===== src/rtl/sdsp_pkg.sv =====
// Shared types and constants for the SD card SPI port.
`default_nettype none
package sdsp_pkg;

  // Bus access kinds.
  localparam logic ACC_READ  = 1'b0;
  localparam logic ACC_WRITE = 1'b1;

  // Register map.
  localparam logic [1:0] ADDR_DATA     = 2'd0;
  localparam logic [1:0] ADDR_EXCHANGE = 2'd1;
  localparam logic [1:0] ADDR_SELECT   = 2'd2;
  localparam logic [1:0] ADDR_DESELECT = 2'd3;

  // Command frame layout.
  localparam int unsigned FRAME_BYTES = 6;
  localparam int unsigned FRAME_IDX_W = $clog2(FRAME_BYTES);

  // Card commands understood by the model.
  localparam logic [5:0] CMD_GO_IDLE    = 6'd0;
  localparam logic [5:0] CMD_SEND_OP    = 6'd1;
  localparam logic [5:0] CMD_STOP_TRAN  = 6'd12;
  localparam logic [5:0] CMD_SET_BLKLEN = 6'd16;
  localparam logic [5:0] CMD_READ_MULTI = 6'd18;

  // Byte values seen on the SPI line.
  localparam logic [7:0] BYTE_IDLE      = 8'hff;
  localparam logic [7:0] BYTE_TOKEN     = 8'hfe;
  localparam logic [7:0] R1_IDLE        = 8'h01;
  localparam logic [7:0] R1_READY       = 8'h00;
  localparam logic [1:0] CMD_START_BITS = 2'b01;

  localparam logic [31:0] BLKLEN_RESET = 32'd512;

  // Requests from the bus side to the card.
  typedef struct packed {
    logic exchange;
    logic select;
    logic deselect;
  } card_ctrl_t;

endpackage
`default_nettype wire


===== src/rtl/sd_card_spi_port_top.sv =====
// Top level of the SD card SPI port: bus register stage, card model and result stage.
//
// This block is a bus-mapped SPI port with a model of an SD card in SPI mode
// behind it. Each bus access is one word on the input channel and gives exactly
// one word on the output channel. A write to address 0 loads the transmit byte,
// a write to address 1 exchanges it with the card (the card's answer becomes the
// receive byte and the transmit byte returns to 0xff), and writes to addresses 2
// and 3 raise and drop chip select. A read of address 0 returns the receive byte;
// every other access returns 0xff. The card answers CMD0, CMD1, CMD12, CMD16 and
// CMD18; during a multi-block read each data byte is taken from the media_byte_i
// field of the word and media_address_o tells the host which byte the next data
// byte will be taken from. An access word is first held in an input register,
// and its result is then registered in an output register, where it stays valid
// until it is taken. The port accepts one word per cycle: the card update is
// a single pass of logic between those two registers, and a waiting result only
// holds up the input stage once both are full.
`default_nettype none
module sd_card_spi_port_top (
  input  wire logic        clk_i,
  input  wire logic        rst_ni,
  input  wire logic        in_valid_i,
  output logic             in_ready_o,
  input  wire logic        command_i,
  input  wire logic [1:0]  address_i,
  input  wire logic [7:0]  write_data_i,
  input  wire logic [7:0]  media_byte_i,
  output logic             out_valid_o,
  input  wire logic        out_ready_i,
  output logic [7:0]       read_data_o,
  output logic [31:0]      media_address_o,
  output logic             media_read_o
);

  // Input register holding the accepted access word.
  logic        s1_valid_q;
  logic        cmd_q;
  logic [1:0]  addr_q;
  logic [7:0]  wdata_q;
  logic [7:0]  media_q;

  // Result register.
  logic        out_valid_q;
  logic [7:0]  rdata_q, rdata_d;
  logic [31:0] maddr_q;
  logic        mread_q;

  // Port registers.
  logic [7:0]  tx_q, tx_d;
  logic [7:0]  rx_q, rx_d;

  logic        in_fire;
  logic        proc;
  sdsp_pkg::card_ctrl_t card_ctrl;
  logic [7:0]  card_answer;
  logic        card_took;
  logic [31:0] card_rptr_next;

  // The access in the input register moves on whenever the result slot is free
  // or is being emptied in the same cycle.
  assign proc       = s1_valid_q && (!out_valid_q || out_ready_i);
  assign in_ready_o = !s1_valid_q || proc;
  assign in_fire    = in_valid_i && in_ready_o;

  // Decode the access into card requests. They only act when the word is processed.
  always_comb begin
    card_ctrl = '0;
    if (proc && (cmd_q == sdsp_pkg::ACC_WRITE)) begin
      unique case (addr_q)
        sdsp_pkg::ADDR_EXCHANGE: card_ctrl.exchange = 1'b1;
        sdsp_pkg::ADDR_SELECT:   card_ctrl.select   = 1'b1;
        sdsp_pkg::ADDR_DESELECT: card_ctrl.deselect = 1'b1;
        default:                 card_ctrl          = '0;
      endcase
    end
  end

  sdsp_card u_card (
    .clk_i         (clk_i),
    .rst_ni        (rst_ni),
    .ctrl_i        (card_ctrl),
    .tx_byte_i     (tx_q),
    .media_byte_i  (media_q),
    .answer_o      (card_answer),
    .took_media_o  (card_took),
    .rd_ptr_next_o (card_rptr_next)
  );

  // Transmit and receive bytes, and the read data of this access.
  always_comb begin
    tx_d    = tx_q;
    rx_d    = rx_q;
    rdata_d = sdsp_pkg::BYTE_IDLE;
    if (proc) begin
      if (cmd_q == sdsp_pkg::ACC_WRITE) begin
        if (addr_q == sdsp_pkg::ADDR_DATA) begin
          tx_d = wdata_q;
        end else if (addr_q == sdsp_pkg::ADDR_EXCHANGE) begin
          rx_d = card_answer;
          tx_d = sdsp_pkg::BYTE_IDLE;
        end
      end else if (addr_q == sdsp_pkg::ADDR_DATA) begin
        rdata_d = rx_q;
      end
    end
  end

  always_ff @(posedge clk_i or negedge rst_ni) begin
    if (!rst_ni) begin
      s1_valid_q  <= 1'b0;
      out_valid_q <= 1'b0;
      tx_q        <= sdsp_pkg::BYTE_IDLE;
      rx_q        <= sdsp_pkg::BYTE_IDLE;
    end else begin
      tx_q <= tx_d;
      rx_q <= rx_d;
      if (in_fire) begin
        s1_valid_q <= 1'b1;
      end else if (proc) begin
        s1_valid_q <= 1'b0;
      end
      if (proc) begin
        out_valid_q <= 1'b1;
      end else if (out_ready_i) begin
        out_valid_q <= 1'b0;
      end
    end
  end

  // Payload registers carry no reset.
  always_ff @(posedge clk_i) begin
    if (in_fire) begin
      cmd_q   <= command_i;
      addr_q  <= address_i;
      wdata_q <= write_data_i;
      media_q <= media_byte_i;
    end
    if (proc) begin
      rdata_q <= rdata_d;
      maddr_q <= card_rptr_next;
      mread_q <= card_took;
    end
  end

  assign out_valid_o     = out_valid_q;
  assign read_data_o     = rdata_q;
  assign media_address_o = maddr_q;
  assign media_read_o    = mread_q;

  // A processed word always produces a result in the next cycle.
  assert property (@(posedge clk_i) disable iff (!rst_ni)
    proc |=> out_valid_q)
    else $error("processed word did not reach the result register");

  // An empty input register must always be able to take a word.
  assert property (@(posedge clk_i) disable iff (!rst_ni)
    !s1_valid_q |-> in_ready_o)
    else $error("input stage empty but not ready");

  // Media is only consumed by an exchange.
  assert property (@(posedge clk_i) disable iff (!rst_ni)
    card_took |-> card_ctrl.exchange)
    else $error("media consumed without an exchange");

  // Consuming a media byte advances the media address by exactly one.
  assert property (@(posedge clk_i) disable iff (!rst_ni)
    (proc && card_took) |=> (media_read_o && (media_address_o == $past(card_rptr_next))))
    else $error("media read not reflected in the result");

  // The transmit byte is back at 0xff after every exchange.
  assert property (@(posedge clk_i) disable iff (!rst_ni)
    card_ctrl.exchange |=> (tx_q == sdsp_pkg::BYTE_IDLE))
    else $error("transmit byte not restored after exchange");

endmodule
`default_nettype wire


===== src/rtl/sdsp_card.sv =====
// SD card model in SPI mode: frame collection, command decode and block read.
`default_nettype none
module sdsp_card (
  input  wire logic               clk_i,
  input  wire logic               rst_ni,
  input  wire sdsp_pkg::card_ctrl_t ctrl_i,
  input  wire logic [7:0]         tx_byte_i,
  input  wire logic [7:0]         media_byte_i,
  output logic [7:0]              answer_o,
  output logic                    took_media_o,
  output logic [31:0]             rd_ptr_next_o
);

  typedef enum logic [2:0] {
    PH_IDLE,
    PH_COMMAND,
    PH_RESPONSE,
    PH_READ_RESPONSE,
    PH_READ
  } phase_e;

  localparam int unsigned IW = sdsp_pkg::FRAME_IDX_W;

  phase_e      phase_q, phase_d;
  logic        sel_q, sel_d;
  logic [32:0] cnt_q, cnt_d;
  logic [31:0] blen_q, blen_d;
  logic [7:0]  pend_q, pend_d;
  logic [31:0] rptr_q, rptr_d;

  logic [7:0]  frame_q [sdsp_pkg::FRAME_BYTES];
  logic        frame_we;
  logic [IW-1:0] frame_idx;

  logic [5:0]  cmd;
  logic [31:0] arg;
  logic        is_cmd_byte;
  logic [33:0] len_plus2;

  assign cmd         = frame_q[0][5:0];
  assign arg         = {frame_q[1], frame_q[2], frame_q[3], frame_q[4]};
  assign is_cmd_byte = (tx_byte_i[7:6] == sdsp_pkg::CMD_START_BITS);
  assign len_plus2   = {2'b00, blen_q} + 34'd2;

  always_comb begin
    phase_d      = phase_q;
    sel_d        = sel_q;
    cnt_d        = cnt_q;
    blen_d       = blen_q;
    pend_d       = pend_q;
    rptr_d       = rptr_q;
    answer_o     = sdsp_pkg::BYTE_IDLE;
    took_media_o = 1'b0;
    frame_we     = 1'b0;
    frame_idx    = '0;

    if (ctrl_i.select) begin
      if (!sel_q) begin
        phase_d = PH_IDLE;
      end
      sel_d = 1'b1;
    end else if (ctrl_i.deselect) begin
      sel_d = 1'b0;
    end else if (ctrl_i.exchange && sel_q) begin
      unique case (phase_q)
        PH_IDLE: begin
          if (is_cmd_byte) begin
            phase_d  = PH_COMMAND;
            frame_we = 1'b1;
            cnt_d    = 33'd1;
          end
        end
        PH_COMMAND: begin
          frame_idx = cnt_q[IW-1:0];
          frame_we  = (cnt_q < 33'(sdsp_pkg::FRAME_BYTES));
          cnt_d     = cnt_q + 33'd1;
          // The last frame byte completes the frame; entries before it are stored.
          if (cnt_q == 33'(sdsp_pkg::FRAME_BYTES - 1)) begin
            unique case (cmd)
              sdsp_pkg::CMD_GO_IDLE: begin
                pend_d  = sdsp_pkg::R1_IDLE;
                phase_d = PH_RESPONSE;
              end
              sdsp_pkg::CMD_SEND_OP, sdsp_pkg::CMD_STOP_TRAN: begin
                pend_d  = sdsp_pkg::R1_READY;
                phase_d = PH_RESPONSE;
              end
              sdsp_pkg::CMD_SET_BLKLEN: begin
                blen_d  = arg;
                pend_d  = sdsp_pkg::R1_READY;
                phase_d = PH_RESPONSE;
              end
              sdsp_pkg::CMD_READ_MULTI: begin
                rptr_d  = arg;
                pend_d  = sdsp_pkg::R1_READY;
                phase_d = PH_READ_RESPONSE;
              end
              default: begin
                phase_d = PH_IDLE;
              end
            endcase
          end
        end
        PH_RESPONSE: begin
          answer_o = pend_q;
          phase_d  = PH_IDLE;
        end
        PH_READ_RESPONSE: begin
          answer_o = pend_q;
          phase_d  = PH_READ;
          cnt_d    = '0;
        end
        PH_READ: begin
          if (is_cmd_byte) begin
            phase_d  = PH_COMMAND;
            frame_we = 1'b1;
            cnt_d    = 33'd1;
          end else if (cnt_q == '0) begin
            answer_o = sdsp_pkg::BYTE_TOKEN;
            cnt_d    = 33'd1;
          end else if ({1'b0, cnt_q} > len_plus2) begin
            cnt_d = '0;
          end else if (cnt_q > {1'b0, blen_q}) begin
            cnt_d = cnt_q + 33'd1;
          end else begin
            answer_o     = media_byte_i;
            took_media_o = 1'b1;
            rptr_d       = rptr_q + 32'd1;
            cnt_d        = cnt_q + 33'd1;
          end
        end
        default: begin
          phase_d = PH_IDLE;
        end
      endcase
    end
  end

  assign rd_ptr_next_o = rptr_d;

  always_ff @(posedge clk_i or negedge rst_ni) begin
    if (!rst_ni) begin
      phase_q <= PH_IDLE;
      sel_q   <= 1'b0;
      cnt_q   <= '0;
      blen_q  <= sdsp_pkg::BLKLEN_RESET;
      pend_q  <= sdsp_pkg::BYTE_IDLE;
      rptr_q  <= '0;
    end else begin
      phase_q <= phase_d;
      sel_q   <= sel_d;
      cnt_q   <= cnt_d;
      blen_q  <= blen_d;
      pend_q  <= pend_d;
      rptr_q  <= rptr_d;
    end
  end

  always_ff @(posedge clk_i) begin
    if (frame_we) begin
      frame_q[frame_idx] <= tx_byte_i;
    end
  end

endmodule
`default_nettype wire

===== config.mk =====
export PLATFORM = sky130hd
export DESIGN_NAME = sd_card_spi_port_top
export DESIGN_NICKNAME = d
export VERILOG_FILES = /design/src/rtl/sdsp_pkg.sv /design/src/rtl/sd_card_spi_port_top.sv /design/src/rtl/sdsp_card.sv
export SDC_FILE = /design/constraint.sdc
export NUM_CORES = 1
export LEC_CHECK = 0
export BUFFER_PORTS_ARGS = -buffer_cell sky130_fd_sc_hd__buf_2
export CAP_MARGIN = 20
export CORE_ASPECT_RATIO = 0.6
export CORE_MARGIN = 10
export CORE_UTILIZATION = 25
export DETAILED_ROUTE_END_ITERATION = 8
export PLACE_DENSITY_LB_ADDON = 0.2
export SYNTH_ARGS = -nofsm -noshare
export SYNTH_HDL_FRONTEND = slang
export SYNTH_SLANG_ARGS = --single-unit

===== constraint.sdc =====
create_clock -name clk_i -period 5.86 [get_ports clk_i]
set_input_delay 1.172 -clock clk_i [delete_from_list [all_inputs] [get_ports clk_i]]
set_output_delay 1.172 -clock clk_i [all_outputs]
set_load 0.005 [all_outputs]

# After elaboration in Yosys (flattened, before gate mapping)
# Memories as Yosys holds them, arrays and structs flattened.
# Index checks and enable logic that the tools add are counted.
[classes]
n_addsub = 3
mul = 0
n_div = 0
n_lt_le_gt_ge = 3
eq_ne = 18
shifts = 0
n_mux = 56
bitwise_logic = 5
n_reduce_logical = 31
[op_table]
columns = ["op", "count"]
rows = [
  ["$mux W32", 9],
  ["$mux W33", 4],
  ["$pmux W33 S4", 1],
  ["$mux W8", 9],
  ["$pmux W32 S2", 1],
  ["$gt A33 B34 Y1", 1],
  ["$add A32 B2 Y33 const B", 1],
  ["$add A33 B1 Y33 const B", 1],
  ["$eq A33 B3 Y1 const B", 1],
  ["$gt A33 B32 Y1", 1],
  ["$logic_not A33 Y1", 1],
  ["$lt A33 B3 Y1 const B", 1],
  ["$mux W3", 11],
  ["$add A32 B1 Y32 const B", 1],
  ["$pmux W8 S2", 2],
  ["$mux W1", 16],
  ["$eq A6 B5 Y1 const B", 2],
  ["$reduce_and A6 Y1", 2],
  ["$reduce_bool A2 Y1", 6],
  ["$reduce_and A5 Y1", 2],
  ["$pmux W3 S3", 1],
  ["$reduce_or A4 Y1", 2],
  ["$reduce_or A7 Y1", 1],
  ["$eq A3 B2 Y1 const B", 2],
  ["23 further kinds", 37],
]
[totals]
register_bits = 187
latchBits = 0
mem_bits_rw = 48
rom_bits = 0
in_bits = 23
out_inout_bits = 43
wordCells = 134
memories = 1
[memory_table]
columns = ["memory", "depth", "word_bits", "read_ports", "rd_ports_with_merged_regs", "write_ports", "line_no", "rtl"]
rows = [
  ["u_card.frame_q", 6, 8, 5, 0, 1, "sdsp_card.sv:31", "logic [7:0] frame_q [sdsp_pkg::FRAME_BYTES];"],
]

# Depth between registers and ports, before layout
# Gate-level depths: netlist of the first run.
[logic_depth]
word_depth = 11
ltp_mapped = 20
mapped_depth_nobuf = 19

# Modules after synthesis
# From an unflattened synthesis of the first run, not the netlist that was laid out.
[hier_totals]
hier_cells = 1141
hier_area_um2 = 11663.7
[by_module_without_submodules]
columns = ["module", "instances", "cells_per_inst", "area_each_um2", "seq_area_each_um2"]
rows = [
  ["sdsp_card", 1, 1006, 8987.4, 3722.3],
  ["sd_card_spi_port_top", 1, 135, 2676.3, 2272.2],
]

# Worst setup path before layout of the first run
# No wires, ideal clock.
[synth_timing]
path_kind = "flip-flop to flip-flop"
from = "register u_card.blen_q[9]"
to = "register maddr_q[26], in the netlist media_address_o[26] (data pin)"
setup_time_ns = 0.274
arrival_time_ns = 4.020
required_ns = 5.586
slack_ns = 1.567
stages_incl_launch_ff = 20
n_path_buf = 2
period_less_slack_ns = 4.293
cell_sequence = "dfstp_2 > and3_1 > and3_1 > nand3_1 > nor2_1 > and4_1 > and4_1 > nand3_1 > xnor2_1 > ha_1 > nand3_1 > nor4_2 > nand4_1 > or3_1 > o21ai_2 > buf_2 > nand4_4 > buf_6 > o41ai_2 > o31ai_1"
[synth_between]
elab_chain_cells = 9
elab_cells_between_ends = 11
cone_classes = "1 x add/sub; 2 x order compare; 8 x mux"
[synth_lines]
columns = ["item", "line_no", "rtl"]
rows = [
  ["start: declaration", "sdsp_card.sv:27", "logic [31:0] blen_q, blen_d;"],
  ["start signal: assignment", "sdsp_card.sv:146", "blen_q <= sdsp_pkg::BLKLEN_RESET;"],
  ["start signal: assignment", "sdsp_card.sv:153", "blen_q <= blen_d;"],
  ["$add A32 B2 Y33 or $gt A33 B32 Y1 (tied branches)", "sdsp_card.sv:43, sdsp_card.sv:123", ""],
  ["$gt A33 B34 Y1 or $mux W32 (tied branches)", "sdsp_card.sv:121, sdsp_card.sv:123", ""],
  ["$mux W32 *", "sdsp_card.sv:121", "end else if ({1'b0, cnt_q} > len_plus2) begin"],
  ["$mux W32 *", "sdsp_card.sv:118", "end else if (cnt_q == '0) begin"],
  ["$mux W32 *", "sdsp_card.sv:114", "if (is_cmd_byte) begin"],
  ["$pmux W32 S2 *", "sdsp_card.sv:65", "unique case (phase_q)"],
  ["$mux W32 *", "sdsp_card.sv:64", "end else if (ctrl_i.exchange && sel_q) begin"],
  ["$mux W32 *", "sdsp_card.sv:62", "end else if (ctrl_i.deselect) begin"],
  ["$mux W32 *", "sdsp_card.sv:57", "if (ctrl_i.select) begin"],
  ["via card_rptr_next[26]", "sd_card_spi_port_top.sv:56", "logic [31:0] card_rptr_next;"],
  ["end signal: assignment", "sd_card_spi_port_top.sv:139", "maddr_q <= card_rptr_next;"],
  ["end: declaration", "sd_card_spi_port_top.sv:44", "logic [31:0] maddr_q;"],
]
# Mark *: on every way through the listed nets, which the timed path passes. The rest lies on a longest branch.
# A chain may end at the register's enable or synchronous reset.

# Final worst setup path of the first run
[layout_timing]
from = "register u_card.blen_q[9]"
to = "register maddr_q[29], in the netlist media_address_o[29] (data pin)"
# Same word-level chain as after synthesis.

==> results of run 1 <==
[worst max-delay path: cells and delay by family (launching register included)]
family	cells	cell delay (ps)
flip-flops	1	570
AO/OA/AOI/OAI	2	510
XOR/XNOR	1	140
AND/OR/NAND/NOR	13	3710
adder cells (fa/ha/maj)	1	300
[where the power goes]
part | internal [uW] | total (uW) | switching, uW | leakage (uW)
Sequential | 1700 | 1800 | 103 | 0.00246
Combinational | 111 | 321 | 210 | 0.00240
Clock | 784 | 1410 | 623 | 0.000329
Total | 2600 | 3530 | 936 | 0.00520
[metrics by stage]
step           total power (uW)  hold slack, ps  setup slack (ps)  area, sq um
6_report                   3530             483               445        13300
2_1_floorplan              1970             463              1570        11500
4_1_cts                    3580             488               482        13300
3_5_place_dp               2150             478               519        12600
5_1_grt                    3690             509              57.2        13300
3_3_place_gp               2140             479               763        12600
[per-layer routing]
metal | global-route usage | wire (um) | part of all wire
met5 | 0 | 0 | 0
met1 | 0.207 | 19700 | 0.56
met4 | 0.0157 | 489 | 0.014
met3 | 0.0283 | 2580 | 0.074
met2 | 0.156 | 12300 | 0.35
[synthesized netlist by cell type, types with 6 or more instances]
master,instances
nand2b_1,14
edfxtp_1,98
nand2_1,117
ha_1,69
a21oi_1,73
buf_2,7
dfrtp_1,102
nor2b_1,6
and2_1,8
dfstp_2,19
nor3_1,17
nor2_1,58
a31oi_1,30
clkbuf_1,15
mux2_2,33
xnor2_1,29
o311ai_0,7
o211ai_1,12
a21o_1,10
o21a_1,7
nand3_1,69
nand4_1,26
or2_2,11
inv_1,53
o21ai_0,39
and3_1,26
or3_1,18
o221a_2,7
nor4_1,16
[final cells by class]
cell class              instances  area, sq um
well taps                     620          776
clock buffers                  33          623
clock inverters                 7         71.3
fillers                      4679        31800
multi-input cells             780         5210
flip-flops and latches        219         5990
inverters                      53          199
repair buffers                 81          452
[sequential cells by signal, summed over array words and instances (netlist names), 8 cells and up]
register         count
rx_q                 8
u_card.cnt_q        33
u_card.frame_q      38
wdata_q              8
media_q              8
tx_q                 8
u_card.blen_q       32
read_data_o          8
u_card.rptr_q       32
media_address_o     32
[worst max path at each step]
stage                     start                  end  slack (ps)  cells after the start
5_1_grt        u_card.blen_q[9]  media_address_o[29]          60                     17
6_report       u_card.blen_q[9]  media_address_o[29]         450                     17
3_5_place_dp   u_card.blen_q[9]  media_address_o[30]         520                     19
4_1_cts        u_card.blen_q[9]  media_address_o[30]         480                     19
3_3_place_gp   u_card.blen_q[9]  media_address_o[29]         760                     17
2_1_floorplan  u_card.blen_q[9]  media_address_o[26]        1570                     19
[cell families after synthesis]
kind of cell             count (synthesis)
XOR/XNOR                                29
buffers and inverters                   81
flip-flops                             219
AO/OA/AOI/OAI                          231
adder cells (fa/ha/maj)                 69
multiplexers                            35
AND/OR/NAND/NOR                        416
==> metrics.md, run 1 <==
| Metric | Value |
|---|---|
| Status | completed |
| Hpwl dp | 26.4 mm |
| All-Layer GR Usage | 0.124 |
| Inst Count DP | around 1,800 |
| Crit path DAT | 5770 ps |
| Core Area | 0.0451 sq mm |
| Slew margin rel. | 0.246 |
| R2R Path Start | u_card.blen_q[9] |
| Hold Crit Depth | 1 |
| Post-synthesis async set-or-reset flop share | 0.553 |
| Post-route core utilization | 0.295 |
| Worst Path Max Fanout | 16 |
| Non-Filler Instances | about 1,800 |
| Mux contribution to synthesized area | 0.0340 |
| Max H-tree Level | 1 |
| # port buffers | 65 |
| Final antenna-violating net count | 0 |
| Antenna violations before repair | 0 |
| Xor/xnor share of the synthesized area | 0.0221 |
| # setup viols final | 0 |
| Hold Buf Count CTS | 0 |
| Post-synthesis cell count | 1,080 |
| Num Clock Sinks | ~220 |
| R2r setup slk | 450 ps |
| Total die area | about 0.055 sq mm |
| Die W | 297 um |
| Most frequent cell on the critical path | nand3_1 |
| Reg clk slew, reported paths | 60 ps |
| Slew @ Worst Pin | 1120 ps |
| Remaining global-route overflow | 0 |
| Synth Register Bits | around 220 |
| Most frequent cells in the layout | nand2_1 (117), dfrtp_1 (102), edfxtp_1 (98), a21oi_1 (72) |
| Syn nets | 1,172 |
| DR WL/cell | between 15 and 20 um |
| Cts bufs inserted | 22 |
| Synth top area share | 0.256 |
| Global-route wire length before repair | 54.3 mm |
| DR iter-0 viols | roughly 800 |
| Post-CTS Setup Inserts | 0 |
| Ant. Diodes | 0 |
| Sequential cell area fraction in the yosys report | 0.521 |
| Maximum vdd drop | roughly 0.17 mV |
| Commonest non-fill, non-tap cell in the layout | nand2_1 |
| Via count | 8,824 |
| HP Class | register to register |
| Max cap viols | 0 |
| Setup TNS | 0 ps |
| Compound-gate portion of the synthesized area | 0.131 |
| # rows | 60 |
| Synth Area in Simple Gates | 0.189 |
| Vias per cell | between 4 and 5 |
| Startpoint types | register |
| CTS tree | done |
| Hold violation count in the final report | 0 |
| Vias in the first global route | 8,635 |
| Top_reg_cell synth | dfrtp_1 |
| Root Buffer | clkbuf_16 |
| Crit end category | register |
| RSZ-0062 raised after global routing | no |
| Peak per-stage delay on the critical path | roughly 660 ps |
| P&R area growth vs syn | 15.7% |
| R2r endpoint | media_address_o[29] |
| Yosys warns | 0 |
| Period utilization | 0.924 |
| Largest family of logic cells by synthesized area | simple AND/OR/NAND/NOR gates |
| R2R depth | 17 |
| Fin crit period | 5410 ps |
| Layout cells sized above 1 | 0.170 |
| GP Congestion | 0.851 |
| Unique masters post-synth | 71 |
| Cells along the critical path | and3_1, and3_1, nand3_1, nor2_1, nand4_1, nor3_1, nand2_1, xnor2_1, ha_1, nand3_1, nor4_2, nand4_1, or3_1, o21ai_2, nand3_1, or4_1, o211ai_1 |
| Hold Path Sink | u_card.pend_q[6] |
| Synth top area cells | edfxtp_1 (26%), dfrtp_1 (22%), ha_1 (7.5%) |
| DRC errors left | 0 |
| Worst Setup Path Type | register to register |
| Worst Path Required | between 6000 and 7000 ps |
| Adder-cell share of the synthesized area | 0.0750 |
| Clock skew | 17.2 ps |
| Initial cell density of the core | 0.255 |
| CTS resizes | 0 |
| IO Count | 66 |
| Lkg Pwr | slightly above 0.005 uW |
| Worst hold start | u_card.pend_q[6] |
| Fin. max-slew vios | 0 |
| Largest net degree at the start of global routing | 81 |
| Cell Pwr Density | between 200 and 300 mW/mm^2 |
| Final WL | 35.0 mm |
| Post-synth EDFFs | 98 |
| Avg Cell Area, Syn | 10.7 sq um |
| Crit-path slowest cell | or4_1 |
| Synth area leader | edfxtp_1 |
| Clk_lat worst skew | 530 ps |
| Die Ht | 186 um |
| Peak Freq | 185 MHz |
| Synth Cell Area | about 0.012 sq mm |
| Pre-Repair DR Iteration Count | 5 |
| Final net count | approximately 1,200 |
| Clock buffer depth | 3 |
Note: power is estimated with default switching activity, not from simulation.
==> inputs of run 2 (changes only) <==
--- a/config.mk
+++ b/config.mk
@@ -11,7 +11,6 @@
 export CORE_MARGIN = 10
 export CORE_UTILIZATION = 25
 export DETAILED_ROUTE_END_ITERATION = 8
-export PLACE_DENSITY_LB_ADDON = 0.2
 export SYNTH_ARGS = -nofsm -noshare
 export SYNTH_HDL_FRONTEND = slang
 export SYNTH_SLANG_ARGS = --single-unit
==> run 2 against run 1 <==
Final area decreased by 0.43%. Largest cell class unchanged. Critical path type unchanged. Sequential power about the same. Final cell count decreased by 0.39%. Highest routed layer unchanged. Critical path depth up 1. Largest power group unchanged. Non-clock buffer count decreased by 3. Combinational power is essentially flat. First-iteration DRC count increased by 23%. Hold slack better by 8.5 ps.
==> metrics.md, run 2 (same netlist as run 1, synthesis figures left out) <==
| Metric | Value |
|---|---|
| CTS tree | done |
| Via count | 9,105 (+3.2%) |
| Vias per cell | 5.10 (+3.6%) |
| Peak per-stage delay on the critical path | 580 ps (-80 ps) |
| Slew @ Worst Pin | 1080 ps (-47.8 ps) |
| Final antenna-violating net count | 0 (unchanged) |
| Startpoint types | register |
| Post-route core utilization | 0.294 (-0.00128) |
| Hold violation count in the final report | 0 (unchanged) |
| Crit end category | register |
| DRC errors left | 0 (unchanged) |
| Fin. max-slew vios | 0 (unchanged) |
| Crit path DAT | 5780 ps (about the same) |
| Status | completed |
| Root Buffer | clkbuf_16 |
| Clock skew | 15.3 ps (-1.81 ps) |
| DR iter-0 viols | 982 (+23%) |
| Num Clock Sinks | 219 (unchanged) |
| Die W | 297 um (unchanged) |
| Most frequent cells in the layout | nand2_1 (117), dfrtp_1 (102), edfxtp_1 (98), a21oi_1 (72) |
| # port buffers | 65 (unchanged) |
| Cell Pwr Density | 264 mW/mm^2 (-0.35%) |
| Vias in the first global route | 8,527 (-1.3%) |
| Core Area | 0.0451 sq mm (unchanged) |
| Commonest non-fill, non-tap cell in the layout | nand2_1 |
| Post-CTS Setup Inserts | 0 (unchanged) |
| Clock buffer depth | 3 (unchanged) |
| DR WL/cell | 18.8 um (-3.7%) |
| Pre-Repair DR Iteration Count | 7 (+2) |
| Non-Filler Instances | 1,786 (-0.39%) |
| Final Cell Area | 0.0133 sq mm (-0.43%) |
| Max H-tree Level | 1 (unchanged) |
| Crit-path slowest cell | dfstp_2 |
| Clk_lat worst skew | 520 ps (about the same) |
| Final net count | 1,244 (-0.40%) |
| Worst Path Required | 6140 ps (-80 ps) |
| Remaining global-route overflow | 0 (unchanged) |
| HP Class | register to register |
| Final WL | 33.6 mm (-4.1%) |
| Registers with the most flip-flops | u_card.frame_q (38), u_card.cnt_q (33) |
| Reg clk slew, reported paths | 70 ps (about the same) |
| GP Congestion | 0.916 (+7.6%) |
| Cells along the critical path | and3_1, and3_1, nand3_1, nor2_1, and4_1, and4_1, nand3_1, xnor2_1, ha_1, nand4_1, nor4_2, nand4_1, or3_1, o21ai_2, nand3_1, inv_1, nand2b_1, o311ai_0 |
| Fin crit period | 5500 ps (+85.1 ps) |
| # rows | 60 (unchanged) |
| Hpwl dp | 25.6 mm (-3.2%) |
| Die Ht | 186 um (unchanged) |
| Inst Count DP | 1,750 (-0.11%) |
| Ant. Diodes | 0 (unchanged) |
| Period utilization | 0.939 (+0.0145) |
| All-Layer GR Usage | 0.118 (-0.00654) |
| Hold Buf Count CTS | 0 (unchanged) |
| Lkg Pwr | 0.00517 uW (-0.51%) |
| Max FFs per register | 38 (unchanged) |
| Layout cells sized above 1 | 0.169 (-0.000697) |
| Maximum vdd drop | 0.178 mV (+3.1%) |
| Worst Setup Path Type | register to register |
| Largest register by flop count | u_card.frame_q |
| CTS resizes | 0 (unchanged) |
| Initial cell density of the core | 0.255 (unchanged) |
| Worst Path Max Fanout | 16 (unchanged) |
| Area after DPL | 0.0126 sq mm (-0.21%) |
| # setup viols final | 0 (unchanged) |
| Antenna violations before repair | 2 (+2) |
| Most frequent cell on the critical path | nand3_1 |
| Global-route wire length before repair | 51.9 mm (-4.3%) |
| Peak Freq | 182 MHz (-1.5%) |
| P&R area growth vs syn | 15.2% |
| Slew margin rel. | 0.277 (+0.0314) |
| IO Count | 66 (unchanged) |
| Max cap viols | 0 (unchanged) |
| Total die area | 0.0553 sq mm (unchanged) |
| Largest net degree at the start of global routing | 46 (-43%) |
| Cts bufs inserted | 20 (-9.1%) |
-- run 2: cell count changes in the layout (fill, tap and decap cells not counted), moves of 2 or more --
cell / before / now
clkbuf_1: 9 / 6
clkbuf_16: 23 / 21
clkinv_2: 1 / 3
clkinv_4: 2 / 0
-- run 2: worst paths after layout --
check	start	slack, ps	end	cells past startpoint
worst max-delay path	u_card.blen_q[9]	360	media_address_o[30]	18
worst min-delay path	u_card.pend_q[6]	490	u_card.pend_q[6]	1
worst max register to register	u_card.blen_q[9]	360	media_address_o[30]	18
worst min register to register	u_card.pend_q[6]	490	u_card.pend_q[6]	1
max in group asynchronous	rst_ni	4130	rx_q[1]	2
min in group asynchronous	rst_ni	690	u_card.blen_q[11]	1
-- run 2: cell type report --
class | instances | area, sq um
multi-input cells | 780 | 5210
repair buffers | 78 | 425
flip-flops and latches | 219 | 5990
well taps | 620 | 776
inverters | 53 | 199
fillers | 4669 | 31900
clock inverters | 7 | 90.1
clock buffers | 29 | 576
-- run 2: worst max-delay path: cells and delay by family, from the launching register on --
family | cells | cell delay (ps)
and+or+nand+nor | 13 | 3180
AOI/OAI and AO/OA | 2 | 690
DFF | 1 | 580
buffers and inverters | 1 | 390
adders and majority gates | 1 | 290
xor gates and xnor gates | 1 | 140
-- run 2: where the power goes --
group | internal [uW] | switching [uW] | leakage [uW] | total [uW]
clock network | 775 | 605 | 0.000321 | 1380
logic | 110 | 209 | 0.00238 | 318
registers | 1700 | 106 | 0.00246 | 1810
total | 2590 | 920 | 0.00517 | 3510
-- run 2: layer usage --
layer,wire [um],GRT usage,vias to the layer above
li1,-,-,4179
met1,17400,0.189,4498
met3,3540,0.0357,27
met2,12400,0.152,401
met4,290,0.0127,0
met5,0,0,-
-- run 2: stage by stage --
stage,power (uW),TNS [ps],worst slack [ps],hold WS (ps)
4_1_cts,3520,0,411,493
3_3_place_gp,2130,0,608,480
3_5_place_dp,2140,0,451,483
5_1_grt,3630,-7.52,-7.52,504
2_1_floorplan,1970,0,1570,463
6_report,3510,0,360,492
